[config.mk]
export PLATFORM = sky130hd
export DESIGN_NAME = lagged_xor_keystream_decrypt_top
export DESIGN_NICKNAME = d
export VERILOG_FILES = /design/src/sv/lxkd_pkg.sv /design/src/sv/lagged_xor_keystream_decrypt_top.sv /design/src/sv/lxkd_ctrl.sv /design/src/sv/lxkd_datapath.sv
export SDC_FILE = /design/constraint.sdc
export NUM_CORES = 2
export LEC_CHECK = 0
export BUFFER_PORTS_ARGS = -buffer_cell sky130_fd_sc_hd__buf_2
export CORE_MARGIN = 10
export CORE_UTILIZATION = 40
export DETAILED_ROUTE_END_ITERATION = 10
export GPL_TIMING_DRIVEN = 0
export SETUP_SLACK_MARGIN = 0.3
export SKIP_LAST_GASP = 1
export SYNTH_ARGS = -nofsm -noshare
export SYNTH_HDL_FRONTEND = slang
export SYNTH_MEMORY_MAX_BITS = 65536
export SYNTH_SLANG_ARGS = --single-unit
[constraint.sdc]
create_clock -name clk_i -period 16.4 [get_ports clk_i]
set_input_delay 1.64 -clock clk_i [delete_from_list [all_inputs] [get_ports clk_i]]
set_output_delay 1.64 -clock clk_i [all_outputs]
set_load 0.005 [all_outputs]
[src/sv/lxkd_pkg.sv]
`default_nettype none
// ----------------------------------------------------------------------------
// lxkd_pkg
// Shared types, constants and helpers for the lagged XOR keystream decryptor.
// ----------------------------------------------------------------------------
package lxkd_pkg;

  localparam int unsigned WordW   = 32;
  localparam int unsigned RingAw  = 7;
  localparam int unsigned RingLen = 1 << RingAw;

  localparam logic [WordW-1:0]  LcgMul   = 32'd48828125;
  localparam logic [WordW-1:0]  LcgAdd   = 32'd1;
  localparam logic [RingAw-1:0] PadLast  = 7'd126;
  localparam logic [RingAw-1:0] RingLag  = 7'd64;
  localparam logic [RingAw-1:0] PosReset = 7'd127;
  localparam logic [RingAw-1:0] SeedLast = 7'd3;

  // Controller states.
  typedef enum logic [1:0] {
    ST_IDLE,
    ST_BUILD,
    ST_READ,
    ST_EXEC
  } state_e;

  // Commands from the controller to the datapath.
  typedef struct packed {
    logic load_item;
    logic start_build;
    logic build_step;
    logic rd_en;
    logic exec;
  } cmd_t;

  // Status from the datapath to the controller.
  typedef struct packed {
    logic build_last;
    logic out_full;
  } stat_t;

  function automatic logic [WordW-1:0] bswap32(input logic [WordW-1:0] v);
    return {v[7:0], v[15:8], v[23:16], v[31:24]};
  endfunction

endpackage

`default_nettype wire

[src/sv/lagged_xor_keystream_decrypt_top.sv]
`default_nettype none
// ----------------------------------------------------------------------------
// lagged_xor_keystream_decrypt_top
// Decrypts a word stream by XOR with a lagged-Fibonacci keystream.
// ----------------------------------------------------------------------------
// A word without restart is read from the ring when taken in the idle state
// and combined and registered in the update state; a word with restart first
// rebuilds the pad ring, then reads the ring, then updates. No new word is
// taken until the update, which writes the single-write pad ring, is done.
// Reset clears the controller, the key and the ring position; the pad ring
// itself is not cleared, so the first word after reset must carry restart.
module lagged_xor_keystream_decrypt_top (
  input  wire         clk_i,
  input  wire         rst_ni,
  // Configuration port. The key register sits at byte address 0.
  input  wire         psel,
  input  wire         penable,
  input  wire         pwrite,
  input  wire  [2:0]  paddr,
  input  wire  [31:0] pwdata,
  output logic [31:0] prdata,
  output logic        pready,
  // Input stream.
  input  wire         s_axis_tvalid_i,
  output logic        s_axis_tready_o,
  input  wire  [31:0] s_axis_tdata_i,   // [31:0] data_in
  input  wire         s_axis_tuser_i,   // [0] restart
  input  wire         s_axis_tlast_i,   // last_word
  // Output stream.
  output logic        m_axis_tvalid_o,
  input  wire         m_axis_tready_i,
  output logic [31:0] m_axis_tdata_o,   // [31:0] data_out
  output logic        m_axis_tlast_o    // last_out
);

  logic [31:0]     key_q;
  logic            key_sel;
  lxkd_pkg::cmd_t  cmd;
  lxkd_pkg::stat_t stat;

  // The register index is paddr[2]; only index zero exists, so byte addresses
  // 0 to 3 all reach the key. A write with paddr[2] set changes nothing.
  assign key_sel = ~paddr[2];
  assign pready  = 1'b1;
  assign prdata  = key_sel ? key_q : 32'd0;

  // A new key only matters at the next restart, since the pad is rebuilt
  // from it only then.
  always_ff @(posedge clk_i or negedge rst_ni) begin
    if (!rst_ni) begin
      key_q <= '0;
    end else if (psel && penable && pwrite && key_sel) begin
      key_q <= pwdata;
    end
  end

  // The controller accepts an item only from its idle state; the output
  // register in the datapath lets a finished word wait while the next one
  // is taken.
  lxkd_ctrl u_ctrl (
    .clk_i        (clk_i),
    .rst_ni       (rst_ni),
    .in_valid_i   (s_axis_tvalid_i),
    .in_restart_i (s_axis_tuser_i),
    .in_ready_o   (s_axis_tready_o),
    .stat_i       (stat),
    .cmd_o        (cmd)
  );

  lxkd_datapath u_datapath (
    .clk_i       (clk_i),
    .rst_ni      (rst_ni),
    .cmd_i       (cmd),
    .stat_o      (stat),
    .key_i       (key_q),
    .in_data_i   (s_axis_tdata_i),
    .in_last_i   (s_axis_tlast_i),
    .out_valid_o (m_axis_tvalid_o),
    .out_ready_i (m_axis_tready_i),
    .out_data_o  (m_axis_tdata_o),
    .out_last_o  (m_axis_tlast_o)
  );

endmodule

`default_nettype wire

[src/sv/lxkd_ctrl.sv]
`default_nettype none
// ----------------------------------------------------------------------------
// lxkd_ctrl
// Sequencer for item intake, pad rebuild, ring read and keystream update.
// ----------------------------------------------------------------------------
module lxkd_ctrl (
  input  wire                  clk_i,
  input  wire                  rst_ni,
  input  wire                  in_valid_i,
  input  wire                  in_restart_i,
  output logic                 in_ready_o,
  input  lxkd_pkg::stat_t      stat_i,
  output lxkd_pkg::cmd_t       cmd_o
);

  lxkd_pkg::state_e state_q, state_d;

  always_ff @(posedge clk_i or negedge rst_ni) begin
    if (!rst_ni) begin
      state_q <= lxkd_pkg::ST_IDLE;
    end else begin
      state_q <= state_d;
    end
  end

  always_comb begin
    state_d = state_q;
    unique case (state_q)
      lxkd_pkg::ST_IDLE: begin
        if (in_valid_i) begin
          state_d = in_restart_i ? lxkd_pkg::ST_BUILD : lxkd_pkg::ST_EXEC;
        end
      end
      lxkd_pkg::ST_BUILD: begin
        if (stat_i.build_last) begin
          state_d = lxkd_pkg::ST_READ;
        end
      end
      lxkd_pkg::ST_READ: begin
        state_d = lxkd_pkg::ST_EXEC;
      end
      lxkd_pkg::ST_EXEC: begin
        if (!stat_i.out_full) begin
          state_d = lxkd_pkg::ST_IDLE;
        end
      end
      default: state_d = lxkd_pkg::ST_IDLE;
    endcase
  end

  always_comb begin
    cmd_o      = '0;
    in_ready_o = 1'b0;
    unique case (state_q)
      lxkd_pkg::ST_IDLE: begin
        in_ready_o        = 1'b1;
        // Ring reads are issued speculatively so a plain word can go straight to the update state.
        cmd_o.rd_en       = 1'b1;
        cmd_o.load_item   = in_valid_i;
        cmd_o.start_build = in_valid_i & in_restart_i;
      end
      lxkd_pkg::ST_BUILD: begin
        cmd_o.build_step = 1'b1;
      end
      lxkd_pkg::ST_READ: begin
        cmd_o.rd_en = 1'b1;
      end
      lxkd_pkg::ST_EXEC: begin
        cmd_o.exec = !stat_i.out_full;
      end
      default: begin
        cmd_o      = '0;
        in_ready_o = 1'b0;
      end
    endcase
  end

endmodule

`default_nettype wire

[src/sv/lxkd_datapath.sv]
`default_nettype none
// ----------------------------------------------------------------------------
// lxkd_datapath
// Pad ring memory, pad generator, keystream update and output register.
// ----------------------------------------------------------------------------
module lxkd_datapath (
  input  wire                                 clk_i,
  input  wire                                 rst_ni,
  input  lxkd_pkg::cmd_t                      cmd_i,
  output lxkd_pkg::stat_t                     stat_o,
  input  wire  [lxkd_pkg::WordW-1:0]          key_i,
  input  wire  [lxkd_pkg::WordW-1:0]          in_data_i,
  input  wire                                 in_last_i,
  output logic                                out_valid_o,
  input  wire                                 out_ready_i,
  output logic [lxkd_pkg::WordW-1:0]          out_data_o,
  output logic                                out_last_o
);

  logic [lxkd_pkg::WordW-1:0]  ring_mem [lxkd_pkg::RingLen];

  logic [lxkd_pkg::RingAw-1:0] pos_q, cnt_q;
  logic [lxkd_pkg::WordW-1:0]  k_q, k_next;
  logic [lxkd_pkg::WordW-1:0]  win_q [4];
  logic [lxkd_pkg::WordW-1:0]  gen_word;
  logic [lxkd_pkg::WordW-1:0]  ra_q, rb_q, ks;
  logic [lxkd_pkg::WordW-1:0]  data_q;
  logic                        last_q;
  logic [lxkd_pkg::RingAw-1:0] addr_a, addr_b, wr_addr;
  logic [lxkd_pkg::WordW-1:0]  wr_data;
  logic                        wr_en;
  logic                        out_valid_q;
  logic [lxkd_pkg::WordW-1:0]  out_data_q;
  logic                        out_last_q;

  // Seed words come from the congruential generator; the fourth is tweaked,
  // the rest follow the shift-XOR recurrence over the last four raw words.
  assign k_next = k_q * lxkd_pkg::LcgMul + lxkd_pkg::LcgAdd;

  always_comb begin
    if (cnt_q < lxkd_pkg::SeedLast) begin
      gen_word = k_next;
    end else if (cnt_q == lxkd_pkg::SeedLast) begin
      gen_word = {k_next[30:0], 1'b0} | {31'd0, win_q[1][31] ^ win_q[3][31]};
    end else begin
      gen_word = {win_q[0][30:0] ^ win_q[2][30:0], 1'b0}
               | {31'd0, win_q[1][31] ^ win_q[3][31]};
    end
  end

  assign addr_a = pos_q + 7'd1;
  assign addr_b = pos_q + 7'd1 + lxkd_pkg::RingLag;
  assign ks     = ra_q ^ rb_q;

  assign wr_en   = cmd_i.build_step | cmd_i.exec;
  assign wr_addr = cmd_i.build_step ? cnt_q : pos_q;
  assign wr_data = cmd_i.build_step ? lxkd_pkg::bswap32(gen_word) : ks;

  always_ff @(posedge clk_i) begin
    if (wr_en) begin
      ring_mem[wr_addr] <= wr_data;
    end
    if (cmd_i.rd_en) begin
      ra_q <= ring_mem[addr_a];
      rb_q <= ring_mem[addr_b];
    end
  end

  always_ff @(posedge clk_i) begin
    if (cmd_i.load_item) begin
      data_q <= in_data_i;
      last_q <= in_last_i;
    end
    if (cmd_i.start_build) begin
      k_q <= key_i;
    end else if (cmd_i.build_step) begin
      k_q      <= k_next;
      win_q[0] <= win_q[1];
      win_q[1] <= win_q[2];
      win_q[2] <= win_q[3];
      win_q[3] <= gen_word;
    end
    if (cmd_i.exec) begin
      out_data_q <= data_q ^ ks;
      out_last_q <= last_q;
    end
  end

  always_ff @(posedge clk_i or negedge rst_ni) begin
    if (!rst_ni) begin
      pos_q       <= lxkd_pkg::PosReset;
      cnt_q       <= '0;
      out_valid_q <= 1'b0;
    end else begin
      if (cmd_i.start_build) begin
        pos_q <= lxkd_pkg::PosReset;
        cnt_q <= '0;
      end else if (cmd_i.build_step) begin
        cnt_q <= cnt_q + 7'd1;
      end else if (cmd_i.exec) begin
        pos_q <= pos_q + 7'd1;
      end
      if (cmd_i.exec) begin
        out_valid_q <= 1'b1;
      end else if (out_ready_i) begin
        out_valid_q <= 1'b0;
      end
    end
  end

  assign stat_o.build_last = (cnt_q == lxkd_pkg::PadLast);
  assign stat_o.out_full   = out_valid_q & ~out_ready_i;

  assign out_valid_o = out_valid_q;
  assign out_data_o  = out_data_q;
  assign out_last_o  = out_last_q;

endmodule

`default_nettype wire
* Word level (Yosys, flattened, before mapping)
Memory sizes are Yosys's and may differ from the RTL's. A register that Yosys moved wholly into a read port is not among the register bits. Cells that the tools add are included.
Operators by class: add/sub/neg operators 4, multipliers 1, order comparisons 1, eq/ne operators 9, muxes and demuxes 29, bitwise logic cells 11, reduce and logical (&&, ||, !) cells 11
Operators by type and width (count):
- $mux 32 | 6
- $or 32x1->32 | 2
- $xor 32x32->32 | 2
- $mux 7 | 6
- $add 32x1->32 const B | 1
- $mul 32x26->32 const B | 1
- $xor 31x31->31 | 1
- $add 7x1->7 const B | 2
- $mux 1 | 11
- $mux 2 | 5
- $ne 2x2->1 const B | 4
- $pmux 2 s4 | 1
- $add 7x7->7 const B | 1
- $eq 7x2->1 const B | 1
- $eq 7x7->1 const B | 1
- $lt 7x2->1 const B | 1
- $reduce_bool 2->1 | 3
- $eq 2x2->1 const B | 2
- $logic_and 1x1->1 | 3
- $reduce_and 3->1 | 1
- $and 1x1->1 | 2
- $eq 2x1->1 const B | 1
- $logic_not 2->1 | 1
- $not 1->1 | 2
- other kinds (5) | 5
Word-level totals: register bits after elaboration 147, memory bits (writable) 4224, bits of input ports 76, output and inout bits 68, logic and storage cells 78, memories kept 2
Memories:
- u_datapath.ring_mem | words 128, width 32, read ports 2, clocked after memory_dff 2, write ports 1, line lxkd_datapath.sv:20 | logic [lxkd_pkg::WordW-1:0] ring_mem [lxkd_pkg::RingLen];
- u_datapath.win_q | words 4, width 32, read ports 4, clocked after memory_dff 0, write ports 4, line lxkd_datapath.sv:24 | logic [lxkd_pkg::WordW-1:0] win_q [4];

* Depth between registers and ports, before layout
word-level depth 7, depth in mapped cells 23, gate-level depth less buffers 22

* Hierarchy
From an unflattened synthesis, not the netlist that was laid out.
Second synthesis, totals: cells, all modules 7886, area total of the unflattened synthesis 179079.3 µm²
By module, submodules not included:
- lxkd_datapath | times used 1, cells each 7760, area each 177306.3 µm², seq. area each 132060.4 µm²
- lagged_xor_keystream_decrypt_top | times used 1, cells each 105, area each 1554.0 µm², seq. area each 800.8 µm²
- lxkd_ctrl | times used 1, cells each 21, area each 219.0 µm², seq. area each 50.0 µm²

* Worst setup path after synthesis
No wires, ideal clock.
path kind register to register, start point reg u_datapath.k_q[9] (netlist name), end point mem u_datapath.ring_mem[0][4] (netlist name) (data pin), setup time 1.263 ns, arrival time 11.284 ns, required time 15.137 ns, slack 3.853 ns, stages on the path, launching flop included 21, buffers on the path 0, period minus slack after synthesis 12.547 ns, cell sequence edfxtp_1 -> fa_1 -> fa_1 -> inv_1 -> fa_1 -> inv_1 -> ha_1 -> fa_1 -> fa_1 -> inv_1 -> fa_1 -> inv_1 -> ha_1 -> inv_1 -> o41ai_1 -> nand3_1 -> o21a_1 -> o21ai_0 -> xor2_1 -> a21oi_1 -> a221oi_1
Between the ends: longest elaborated chain between the ends 6
Ends and longest elaborated chain:
- from (decl) | line lxkd_datapath.sv:23 | logic [lxkd_pkg::WordW-1:0] k_q, k_next;
- from (signal assigned) | line lxkd_datapath.sv:75 | k_q <= key_i;
- from (signal assigned) | line lxkd_datapath.sv:77 | k_q <= k_next;
- $mul 32x26->32 * | line lxkd_datapath.sv:38 | assign k_next = k_q * lxkd_pkg::LcgMul + lxkd_pkg::LcgAdd;
- $add 32x1->32 * | line lxkd_datapath.sv:38
- $or 32x1->32 | line lxkd_datapath.sv:44 | gen_word = {k_next[30:0], 1'b0} | {31'd0, win_q[1][31] ^ win_q[3][31]};
- $mux 32 | line lxkd_datapath.sv:43 | end else if (cnt_q == lxkd_pkg::SeedLast) begin
- $mux 32 * | line lxkd_datapath.sv:41 | if (cnt_q < lxkd_pkg::SeedLast) begin
- $mux 32 * | line lxkd_datapath.sv:57 | assign wr_data = cmd_i.build_step ? lxkd_pkg::bswap32(gen_word) : ks;
- via u_datapath.wr_data, one bit | line lxkd_datapath.sv:30 | logic [lxkd_pkg::WordW-1:0] wr_data;
- to (decl) | line lxkd_datapath.sv:20
Mark *: on every way through the listed nets, which the timed path passes. The rest lies on a longest branch.

* Worst setup path after layout
start point reg u_datapath.k_q[10] (netlist name), end point mem u_datapath.ring_mem[26][4] (netlist name) (data pin)
The elaborated chain is that of the path after synthesis.

==> impl_metrics.tcl <==
set metrics [dict create \
    outcome "finished with violations" \
    violations "max-capacitance violations" \
    syn_nets 8308 \
    rows 245 \
    pre_cts_slack_ns 7.40 \
    dp_hpwl_microns 373000 \
    avgSynthCellArea_sq_um 22.8 \
    path_clk_slew_ns 0.07 \
    regToRegSetupSlack_ns 7.35 \
    maxCapViolCount 1 \
    fin_crit_sh_pct 55.2 \
    clock_sinks 4434 \
    yosys.area.top_type_share_pct 73.7 \
    hold_viol 0 \
    drc_errors 0 \
    yosysSeqAreaShare_pct 74.4 \
    die-width_microns 688 \
    slew_headroom_pct 1.32 \
    cts_resized 0 \
    drtIter0Drc 13200 \
    cp_slowest_cell "a221oi_4" \
    core_sq_um 445000 \
    worst_ep_arrival_time_ns 9.86 \
    port_buffers 140 \
    synthToLayoutAreaGrowth_pct 15.8 \
    min_to "u_datapath.win_q[2][18]" \
    period_needed_ns 9.05 \
    cp_slowest_stage_delay_ns 0.86 \
    holdPathStages 0 \
    finalSetupViolations 0 \
    tns_ns 0 \
    crit_fanout 32 \
    htreeDepth 5 \
    drtAntennaViolNets 0 \
    initial_utilization_pct 40.1 \
    layout_common_cells "4385 x edfxtp_1, 1344 x mux4_2, 440 x clkbuf_16" \
    synth_cell_types 60 \
    multi_input_area_sq_um 44100 \
    fin_skew_ns 0.0956 \
    clkLatencyLatePin_ns 1.03 \
    worstRegToRegCells 23 \
    syn_area_sq_um 179000 \
    grt_max_degree 129 \
    grt_pass1_wl_microns 724000 \
    crit_top_cell "fa_1" \
    wirelength_microns 528000 \
    clockBufferDepth 4 \
    setup_ws_ns 7.35 \
    ys_ff_latch 4434 \
    yosysTopAreaCell "edfxtp_1" \
    start_kind "flop" \
    grt_usage_pct 22.0 \
    boundaryPins 144 \
    fillers 36200 \
    layout_commonest_cell "edfxtp_1" \
    rsz0062_at_grt "no" \
    synth_edf_count 4385 \
    drt_first_pass_iters 6 \
    worst_slew_pin_slew_ns 1.46 \
    crit_chain "fa_1 > fa_1 > inv_1 > fa_1 > inv_1 > ha_1 > fa_1 > fa_1 > inv_1 > fa_1 > inv_1 > ha_1 > inv_1 > o41ai_1 > nand3_1 > o21a_1 > o21ai_0 > xor2_1 > a21oi_1 > a221oi_4 > buf_8 > buf_8 > buf_16" \
    num_vias 87400 \
    holdBufCountCts 0 \
    synth_ff_type "edfxtp_1" \
    cp_num_buf_inv 8 \
    grt-ovfl-total 0 \
    regArea_sq_um 133000 \
    async_flop_share_pct 1.11 \
    gp_congestion 0.907 \
    min_path_type "flop to flop" \
    max_freq_mhz 110 \
    die-area_sq_um 474000 \
    syn_inst 7836 \
    cts_tree "yes" \
    r2r_end "u_datapath.ring_mem[26][4]" \
    reg2reg_from "u_datapath.k_q[10]" \
    yosysWarnings 0 \
    criticalPathCategory "flop to flop" \
    crit_path_end_kind "flop" \
    avgRoutedWirePerCell_microns 35.3 \
    root_buffer "clkbuf_16" \
    hold_start "u_datapath.win_q[3][18]" \
    postCtsSetupBuffers 0 \
    critical_path.top_delay_family "adder cells" \
    cts_inserted_buffers 434 \
    slew_viol_final 0 \
    grt_pass1_vias 87800 \
    routed_via_density 5.85 \
    synth.top_cells.by_area "edfxtp_1 74%, mux4_2 17%, fa_1 2.3%" \
    die_h_microns 688 \
    worstPathRequired_ns 17.21 \
    antenna_found_initial 66 \
    final_nets 9089 \
    drive_above_1_share_pct 30.1 \
]
==> cells by family (layout without fill, tap and decap cells) <==
family / count (synthesis) / in the layout / synth area share (%)
xor gates and xnor gates: 170 / 170 / 0.834
and+or+nand+nor: 439 / 439 / 1.06
muxes: 1474 / 1474 / 17.8
other: 1 / 32 / 0.00210
adders and majority gates: 396 / 396 / 3.62
AOI/OAI and AO/OA: 212 / 212 / 0.725
DFF: 4434 / 4434 / 74.4
buffers and inverters: 710 / 1862 / 1.56
==> worst max path at each step <==
stage | from | end | slack (ns) | cells past startpoint
final | u_datapath.k_q[10] | u_datapath.ring_mem[26][4] | 7.35 | 23
after global routing | u_datapath.k_q[10] | u_datapath.ring_mem[31][4] | 7.02 | 23
after CTS | u_datapath.k_q[10] | u_datapath.ring_mem[27][4] | 7.37 | 23
after detailed placement | u_datapath.k_q[10] | u_datapath.ring_mem[22][4] | 7.40 | 23
after global placement | u_datapath.k_q[6] | u_datapath.ring_mem[92][15] | -4.96 | 19
after floorplan | u_datapath.k_q[9] | u_datapath.ring_mem[0][4] | 3.85 | 20
==> synth_stat cells, types with 4 or more instances <==
library cell and instances:
mux2_2 121, buf_1 34, buf_2 92, nor2_1 188, nand2_1 142, nand3b_1 4
mux4_2 1344, nor2b_1 34, a221oi_1 7, and2_1 9, edfxtp_1 4385, a31oi_1 8
nor3_1 11, a211oi_1 8, a21o_1 9, o21bai_1 5, o21ai_0 68, nand4_1 7
a21oi_1 60, o22ai_1 5, ha_1 195, mux2i_1 9, nand2b_1 7, dfrtp_1 42
inv_1 350, and3_1 4, o31ai_1 5, xor2_1 98, xnor2_1 72, fa_1 201
clkbuf_1 232, dfstp_2 7, o211ai_1 13, nand3_1 22
==> per-stage QoR <==
step	util (%)	instances	hold slack, ns	instance area, sq um
after floorplan	-	7836	0.400	179000
final	46.5	14900	0.339	207000
after CTS	46.4	14900	0.325	207000
after detailed placement	43.2	14100	0.405	192000
after global routing	46.4	14900	0.346	207000
after global placement	41.9	13900	0.400	187000
==> layout make-up <==
cell class / count / share of cell area (%)
flip-flops and latches: 4434 / 64.3
multi-input cells: 2692 / 21.3
clock buffers: 513 / 5.46
well taps: 5928 / 3.59
repair buffers: 345 / 2.48
clock inverters: 294 / 1.44
plain buffers: 360 / 0.727
inverters: 350 / 0.637
diodes: 31 / 0.0375
==> state kept, by name, indices dropped and copies added, names as in the netlist <==
register and cells:
u_datapath.ring_mem 4096, u_datapath.win_q 127, key_q 32, u_datapath.data_q 32, u_datapath.k_q 32, u_datapath.out_data_o 32, u_datapath.ra_q 32, u_datapath.rb_q 32
u_datapath.cnt_q 7, u_datapath.pos_q 7, u_ctrl.state_q 2, u_datapath.last_q 1, u_datapath.out_last_o 1, u_datapath.out_valid_o 1
==> worst reg2reg max path: stages, from the launching register on <==
cell and delay [ns]:
edfxtp_1 0.82, fa_1 0.58, fa_1 0.58, inv_1 0.07
fa_1 0.52, inv_1 0.05, ha_1 0.18, fa_1 0.48
fa_1 0.56, inv_1 0.05, fa_1 0.47, inv_1 0.05
ha_1 0.37, inv_1 0.14, o41ai_1 0.79, nand3_1 0.23
o21a_1 0.32, o21ai_0 0.25, xor2_1 0.48, a21oi_1 0.24
a221oi_4 0.86, buf_8 0.30, buf_8 0.25, buf_16 0.20
==> routing by layer <==
| layer | part of all wire, % | GRT usage, % | routed length [microns] | vias to the layer above |
|---|---|---|---|---|
| met5 | 0.039 | 0 | 208 | - |
| met4 | 5.4 | 9.71 | 28600 | 32 |
| met3 | 11 | 6.54 | 60600 | 1049 |
| met2 | 45 | 33.5 | 238000 | 4901 |
| met1 | 38 | 29.4 | 200000 | 47200 |
| li1 | - | - | - | 34200 |
Power is left out: the tool's default activity adds up to more than one toggle a clock period on the data nets, which glitch-free logic cannot reach.
